### src/folded_partial_additive_osc_assert.svh
// Assertion macros used by the oscillator sequencer.
// Needs clk and rst_n in the scope of the module that uses them.
`ifndef FOLDED_PARTIAL_ADDITIVE_OSC_ASSERT_SVH
`define FOLDED_PARTIAL_ADDITIVE_OSC_ASSERT_SVH

// antecedent implies consequent in the following cycle
`define FPAO_ASSERT_NEXT(lbl, ante, cons, msg) \
  lbl: assert property (@(posedge clk) disable iff (!rst_n) (ante) |=> (cons)) \
    else $error(msg);

// antecedent implies consequent in the same cycle
`define FPAO_ASSERT_NOW(lbl, ante, cons, msg) \
  lbl: assert property (@(posedge clk) disable iff (!rst_n) (ante) |-> (cons)) \
    else $error(msg);

`endif

### src/fpao_pkg.sv
// Shared types, constants and helpers for the folded partial oscillator.
// No dependencies.
package fpao_pkg;

  localparam int IN_W      = 36;
  localparam int OUT_W     = 24;
  localparam int PHASE_W   = 32;
  localparam int MAX_HARM  = 256;
  localparam int HARM_AW   = $clog2(MAX_HARM);
  localparam int CNT_W     = 9;
  localparam int CFG_AW    = 2;
  localparam int CFG_DW    = 16;
  localparam int DIV_STEPS = 33;
  localparam int DCNT_W    = 6;

  localparam logic [CFG_AW-1:0] CFG_HCOUNT = 2'd0;
  localparam logic [CFG_AW-1:0] CFG_TILT   = 2'd1;
  localparam logic [CFG_AW-1:0] CFG_LEVEL  = 2'd2;

  localparam logic signed [32:0] HALF_PI_Q30 = 33'sd1686629713;
  localparam logic signed [32:0] Q30_ONE     = 33'sd1073741824;
  localparam logic signed [32:0] SIN_C4      = -33'sd27;

  typedef enum logic [3:0] {
    S_IDLE, S_RAW, S_CHK, S_MUL, S_WB, S_DIV, S_ACC, S_NEXT, S_FMUL, S_OUT
  } state_t;

  // multiply steps of one harmonic
  typedef enum logic [3:0] {
    OP_X, OP_X2, OP_H3, OP_H2, OP_H1, OP_H0, OP_ONE, OP_S, OP_W
  } op_t;

  typedef struct packed {
    logic        start;
    logic        raw;
    logic        chk;
    logic        mul;
    logic        wb;
    op_t         op;
    logic        div_init;
    logic        div_step;
    logic        acc;
    logic        next;
    logic        fmul;
    logic        oload;
  } dp_cmd_t;

  typedef struct packed {
    logic keep;
    logic last;
    logic out_busy;
  } dp_sts_t;

  typedef struct packed {
    logic        [8:0]  hcount;
    logic signed [15:0] tilt;
    logic        [15:0] level;
  } cfg_t;

  // Horner coefficients in Q3.30
  function automatic logic signed [32:0] sin_coef(op_t op);
    logic signed [32:0] c;
    c = '0;
    case (op)
      OP_H3:   c = 33'sd2959;
      OP_H2:   c = -33'sd213044;
      OP_H1:   c = 33'sd8947849;
      OP_H0:   c = -33'sd178956971;
      default: c = '0;
    endcase
    return c;
  endfunction

endpackage

### src/fpao_ctrl.sv
// Sequencer for the oscillator: walks harmonics, multiply steps and divide.
// Depends on fpao_pkg and the assertion macro header.
`include "folded_partial_additive_osc_assert.svh"

module fpao_ctrl import fpao_pkg::*; (
  input  logic    clk,
  input  logic    rst_n,
  input  logic    in_tvalid,
  output logic    in_tready,
  input  dp_sts_t sts,
  output dp_cmd_t cmd
);

  localparam logic [DCNT_W-1:0] DIV_LAST = DCNT_W'(DIV_STEPS - 1);

  state_t            state_r, state_nxt;
  op_t               op_r, op_nxt;
  logic [DCNT_W-1:0] cnt_r, cnt_nxt;

  always_ff @(posedge clk) begin
    if (!rst_n) begin
      state_r <= S_IDLE;
      op_r    <= OP_X;
      cnt_r   <= '0;
    end else begin
      state_r <= state_nxt;
      op_r    <= op_nxt;
      cnt_r   <= cnt_nxt;
    end
  end

  function automatic op_t op_succ(op_t op);
    op_t o;
    o = OP_X;
    case (op)
      OP_X:    o = OP_X2;
      OP_X2:   o = OP_H3;
      OP_H3:   o = OP_H2;
      OP_H2:   o = OP_H1;
      OP_H1:   o = OP_H0;
      OP_H0:   o = OP_ONE;
      OP_ONE:  o = OP_S;
      OP_S:    o = OP_W;
      default: o = OP_X;
    endcase
    return o;
  endfunction

  always_comb begin
    state_nxt = state_r;
    op_nxt    = op_r;
    cnt_nxt   = cnt_r;
    cmd       = '0;
    cmd.op    = op_r;
    in_tready = (state_r == S_IDLE);
    unique case (state_r)
      S_IDLE: begin
        if (in_tvalid) begin
          cmd.start = 1'b1;
          state_nxt = S_RAW;
        end
      end
      S_RAW: begin
        cmd.raw   = 1'b1;
        state_nxt = S_CHK;
      end
      S_CHK: begin
        cmd.chk = 1'b1;
        if (sts.keep) begin
          op_nxt    = OP_X;
          state_nxt = S_MUL;
        end else begin
          state_nxt = S_NEXT;
        end
      end
      S_MUL: begin
        cmd.mul   = 1'b1;
        state_nxt = S_WB;
      end
      S_WB: begin
        if (op_r == OP_W) begin
          cmd.div_init = 1'b1;
          cnt_nxt      = '0;
          state_nxt    = S_DIV;
        end else begin
          cmd.wb    = 1'b1;
          op_nxt    = op_succ(op_r);
          state_nxt = S_MUL;
        end
      end
      S_DIV: begin
        cmd.div_step = 1'b1;
        if (cnt_r == DIV_LAST) begin
          state_nxt = S_ACC;
        end else begin
          cnt_nxt = cnt_r + 1'b1;
        end
      end
      S_ACC: begin
        cmd.acc   = 1'b1;
        state_nxt = S_NEXT;
      end
      S_NEXT: begin
        if (sts.last) begin
          state_nxt = S_FMUL;
        end else begin
          cmd.next  = 1'b1;
          state_nxt = S_RAW;
        end
      end
      S_FMUL: begin
        cmd.fmul  = 1'b1;
        state_nxt = S_OUT;
      end
      S_OUT: begin
        if (!sts.out_busy) begin
          cmd.oload = 1'b1;
          state_nxt = S_IDLE;
        end
      end
      default: state_nxt = S_IDLE;
    endcase
  end

  `FPAO_ASSERT_NEXT(a_start_to_raw, state_r == S_IDLE && in_tvalid, state_r == S_RAW, "word taken but sweep did not start")
  `FPAO_ASSERT_NEXT(a_div_len, state_r == S_DIV && cnt_r == DIV_LAST, state_r == S_ACC, "divide ran past its step count")
  `FPAO_ASSERT_NOW(a_div_op, state_r == S_DIV || state_r == S_ACC, op_r == OP_W, "divide without weight product")

endmodule

### config.mk
export PLATFORM = sky130hd
export DESIGN_NAME = fpao_ctrl
export DESIGN_NICKNAME = d
export VERILOG_FILES = /design/src/fpao_pkg.sv /design/src/fpao_ctrl.sv
export VERILOG_INCLUDE_DIRS = /design/src /design/src/src
export SDC_FILE = /design/constraint.sdc
export NUM_CORES = 1
export LEC_CHECK = 0
export BUFFER_PORTS_ARGS = -buffer_cell sky130_fd_sc_hd__buf_4
export CAP_MARGIN = 20
export CORE_ASPECT_RATIO = 1.2
export CORE_UTILIZATION = 53
export DETAILED_ROUTE_END_ITERATION = 6
export PLACE_DENSITY = 0.74
export SYNTH_ARGS = -nofsm -noshare
export SYNTH_HDL_FRONTEND = slang
export SYNTH_SLANG_ARGS = --single-unit
### constraint.sdc
create_clock -name clk -period 2.21 [get_ports clk]
set_input_delay 0.3315 -clock clk [delete_from_list [all_inputs] [get_ports clk]]
set_output_delay 0.3315 -clock clk [all_outputs]
set_load 0.01 [all_outputs]
==> results of run 1 <==
-- critical path, cell delays in order, from the launching register on --
cell and delay (ps):
dfxtp_1 450, nor4b_2 440, nand2_1 310, inv_1 120, buf_4 120
-- per-layer routing --
metal | vias up | wire, um | global-route usage
met3 | 3 | 109 | 0.04947
met2 | 27 | 1236 | 0.4104
met4 | 0 | 30 | 0.09596
li1 | 514 | - | -
met5 | - | 0 | 0
met1 | 479 | 1090 | 0.3137
-- kinds of logic after synthesis --
logic type      Yosys count  synth area share
mux                       1          0.009324
xor+xnor                  1          0.008160
simple gates             51            0.2867
buf+inv                  15           0.06992
flops                    18            0.3357
compound gates           35            0.2553
fa+ha+maj                 3           0.03497
-- power by group --
group / internal (mW) / total (mW) / switching [mW]
Clock: 0.101 / 0.208 / 0.107
Combinational: 0.0552 / 0.117 / 0.0621
Sequential: 0.331 / 0.343 / 0.0117
Total: 0.487 / 0.668 / 0.181
-- how the worst min path moves through the flow --
stage                   start          to  slack (ps)
finish                 sts[1]  state_r[3]         280
detailed placement  flip-flop   flip-flop         500
global placement    flip-flop   flip-flop         490
global route           sts[1]  state_r[3]         310
floorplan               rst_n  state_r[0]         460
CTS                    sts[1]  state_r[3]         290
-- cell usage after synthesis (all sizes together), types with 2 or more instances --
| cell | count |
|---|---|
| a2111o | 2 |
| a22o | 3 |
| nand4 | 2 |
| dfxtp | 18 |
| nand2b | 4 |
| buf | 2 |
| nor2 | 4 |
| a21oi | 9 |
| clkbuf | 4 |
| or4b | 2 |
| nor3 | 10 |
| ha | 3 |
| inv | 9 |
| nor4 | 2 |
| a2111oi | 2 |
| nor2b | 3 |
| a211oi | 2 |
| nand2 | 9 |
| a21o | 3 |
| nor4b | 3 |
| o21ai | 5 |
| nand3 | 5 |
-- area by class of cell --
cell class	instances	area (um2)
Clock buffer	4	36.28
Fill cell	156	571.8
Inverter	9	33.78
Multi-Input combinational cell	91	650.6
Sequential cell	18	360.3
Tap cell	19	23.77
Timing Repair Buffer	26	195.2
-- per-stage QoR --
step / cell area [um2] / setup slack (ps) / power, mW / utilization
after floorplan: 1074 / 278.5 / 0.4176 / -
after CTS: 1287 / 12.47 / 0.6678 / 0.6878
final: 1300 / 141.0 / 0.6681 / 0.6945
after global placement: 1251 / 290.6 / 0.4642 / 0.6684
after global routing: 1300 / 22.04 / 0.7044 / 0.6945
after detailed placement: 1251 / 210.4 / 0.4650 / 0.6684
==> qor.txt, run 1 <==
outcome: complete, no violations
WL final: 2467 um
# Post-CTS Setup Buffers: 0
reg2reg path depth: 5
die width: 43.09 um
MaxCap Viol Count: 0
pin count of the biggest net entering global routing: 14
hold buffers post-CTS: 0
TritonCTS clock tree: built
clk_lat worst skew: 300 ps
pin slew with the least headroom to its limit: 741.2 ps
share of cells above drive strength 1: 0.2635
routed via count: 1,023
antenna cells: 0
Relative slew margins: 0.5029
Max clock buf depth: 2
crit path DAT: 1740 ps
Final Hold Viols: 0
Slew Limit Fails: 0
Ys Warns: 0
Rows: 17
Mapped Cells: 124
area leader, netlist: dfxtp_1
Max Fanout on Critical Path: 13
Mapped Nets: 133
Leak Pwr: 0.5086 nW
Setup crit start: state_r[3]
layout net count: 158
RSZ-0062 raised after global routing: false
Initial Util: 0.5735
crit path to: cmd[5]
first-pass GRT wire length: 4153 um
vias in the first global route: 948
number of distinct library cells after synthesis: 46
CP Launch Type: flip-flop
CP endpoint kind: primary output
final setup TNS: 0 ps
post-layout minimum cycle time: 2069 ps
worst clock skew: 0.7774 ps
HPWL after DPL: 1859 um
Crit path required time: 1880 ps
post-synthesis register bit count: 18
WHS Path Cells: 3
Non-Filler Instances: 167
post-synth design cell area: 0.001074 mm2
chip height: 51.30 um
register area share after synthesis: 0.3357
Initial DRC Count: 37
DR WL/cell: 14.77 um
EDFF count, synth: 0
gr usage total: 0.2484
top_reg_cell synth: dfxtp_1
routability cong.: 0.8429
ys async rst share: 0
Root Driver: clkbuf_4
VDD IR-drop max: 0.0004104 V
fmax: 483.3 MHz
final worst-path cycle share: 0.9362
R2R Path Start: state_r[3]
Layout area overhead: 21.10%
Die Area: 0.002210 mm2
Final setup violation count: 0
I/O pins: 22
dpl cells: 163
final hold slack: 284.1 ps
router iterations before antenna repair: 4
reg2reg setup slack: 170 ps
syn_area_per_cell: 8.658 um2
Vias/cell: 6.126
largest cells by area after synthesis: dfxtp_1 34%, a21oi_1 4.2%, nor3_1 4.2%
post-synth top area share: 0.3357
Num CTS Buffers: 3
post-route antenna net violation count: 0
drc violations: 0
Port Buffers: 21
highest-count cells in the layout ignoring fill and taps: 26 x buf_4, 18 x dfxtp_1
initial antenna violation count: 0
CTS Sinks: 18
most common cell after layout, fill and taps aside: buf_4
CP Class: reg2out
Worst-path clk slew: 100 ps
CTS resizes: 0
P per Cell Area: 514.0 mW/mm2
worst hold path type: in2reg
H-tree depth: 1
overflow left after global routing: 0
core footprint: 0.001872 mm2
Power figures use the tool's default switching activity.
==> run 2: changes to the inputs <==
Clock period 2.21 ns to 2.2 ns, I/O delays scaled along.
==> qor.txt, run 2 (synthesis gave the netlist of run 1 again) <==
Root Driver: clkbuf_4
worst hold path type: in2reg
final design utilization: 0.6952
Slew Limit Fails: 0
antenna cells: 0
Final setup violation count: 0
Rows: 17
Sequential Power Share: 0.519
RSZ-0062 raised after global routing: false
gr usage total: 0.2393
Num CTS Buffers: 3
Initial DRC Count: 14
pin count of the biggest net entering global routing: 14
most common cell after layout, fill and taps aside: buf_4
Leak Pwr: 0.5117 nW
CP endpoint kind: primary output
post-route cell area: 0.001301 mm2
MaxCap Viol Count: 0
chip height: 51.30 um
highest-count cells in the layout ignoring fill and taps: 27 x buf_4, 18 x dfxtp_1
pin slew with the least headroom to its limit: 695.3 ps
Die Area: 0.002210 mm2
Max clock buf depth: 2
crit path DAT: 1760 ps
routed via count: 1,008
CP Class: reg2out
final hold slack: 286.6 ps
HPWL after DPL: 1914 um
VDD IR-drop max: 0.0004114 V
post-route antenna net violation count: 0
router iterations before antenna repair: 4
TritonCTS clock tree: built
Final Hold Viols: 0
drc violations: 0
Net Switching: 175.2 uW
area of the multi-input gates: 644.4 um2
Port Buffers: 21
outcome: complete, no violations
fmax: 479.5 MHz
core footprint: 0.001872 mm2
P per Cell Area: 510.5 mW/mm2
I/O pins: 22
sw frac: 0.2638
Post-DP Area: 0.001259 mm2
DR WL/cell: 14.98 um
H-tree depth: 1
vias in the first global route: 942
layout net count: 159
hold buffers post-CTS: 0
first-pass GRT wire length: 4084 um
WL final: 2516 um
CTS resizes: 1
share of cells above drive strength 1: 0.2617
Initial Util: 0.5735
power share of the clock group: 0.302
Internal: 489.1 uW
worst clock skew: 1.840 ps
post-layout minimum cycle time: 2085 ps
Crit path required time: 1870 ps
Relative slew margins: 0.5337
routability cong.: 0.8305
Layout fillers: 151
Layout area overhead: 21.21%
initial antenna violation count: 0
WHS Path Cells: 3
Combinational Power Share: 0.179
Seq. cell area: 360.3 um2
final setup TNS: 0 ps
CTS Sinks: 18
overflow left after global routing: 0
clk_lat worst skew: 290 ps
Max Fanout on Critical Path: 10
final worst-path cycle share: 0.9479
reg2reg path depth: 5
# Post-CTS Setup Buffers: 0
Worst-path clk slew: 100 ps
CP Launch Type: flip-flop
Vias/cell: 6.000
die width: 43.09 um
-- run 2: cell types whose count changed in the layout (fill, tap and decap cells not counted) --
cell     change
buf_4        +1
nor4b_1      +1
nor4b_2      -1
-- run 2: critical path, cell delays in order (launching register included) --
cell and delay, ps:
dfxtp_1 490, nor4b_1 410, nand2_1 320, inv_1 130, buf_4 130
-- run 2: final timing paths --
kind	endpoint	slack [ps]	from
worst max-delay path	cmd[5]	110	op_r[3]
worst max register to register	flip-flop	150	state_r[3]
worst min-delay path	state_r[3]	290	sts[1]
worst min register to register	flip-flop	510	flip-flop
-- run 2: cell type report --
| cell class | count | share of cell area |
|---|---|---|
| Multi-Input combinational cell | 91 | 0.4952 |
| Inverter | 9 | 0.02596 |
| Clock buffer | 4 | 0.02788 |
| Sequential cell | 18 | 0.2769 |
| Timing Repair Buffer | 27 | 0.1558 |
| Tap cell | 19 | 0.01827 |
-- run 2: power by group through the flow --
stage | Combinational [mW] | Sequential, mW | Clock [mW]
2_1_floorplan | 0.0735 | 0.346 | 0
3_3_place_gp | 0.116 | 0.350 | 0
3_5_place_dp | 0.118 | 0.350 | 0
4_1_cts | 0.119 | 0.344 | 0.208
5_1_grt | 0.130 | 0.345 | 0.219
6_report | 0.119 | 0.344 | 0.201
-- run 2: per-layer routing --
layer / track usage / wire (um) / vias up
met3: 0.03534 / 69 / 4
met5: 0 / 0 / -
met4: 0.06566 / 17 / 0
met1: 0.3020 / 1090 / 472
li1: - / - / 513
met2: 0.4179 / 1338 / 19
-- run 2: through the flow --
step / instances / total power [mW] / worst slack [ps]
global placement: 164 / 0.4658 / 297.2
global route: 168 / 0.6943 / 6.528
finish: 168 / 0.6643 / 114.5
CTS: 168 / 0.6706 / 150.4
detailed placement: 164 / 0.4681 / 197.7
floorplan: 124 / 0.4195 / 268.5
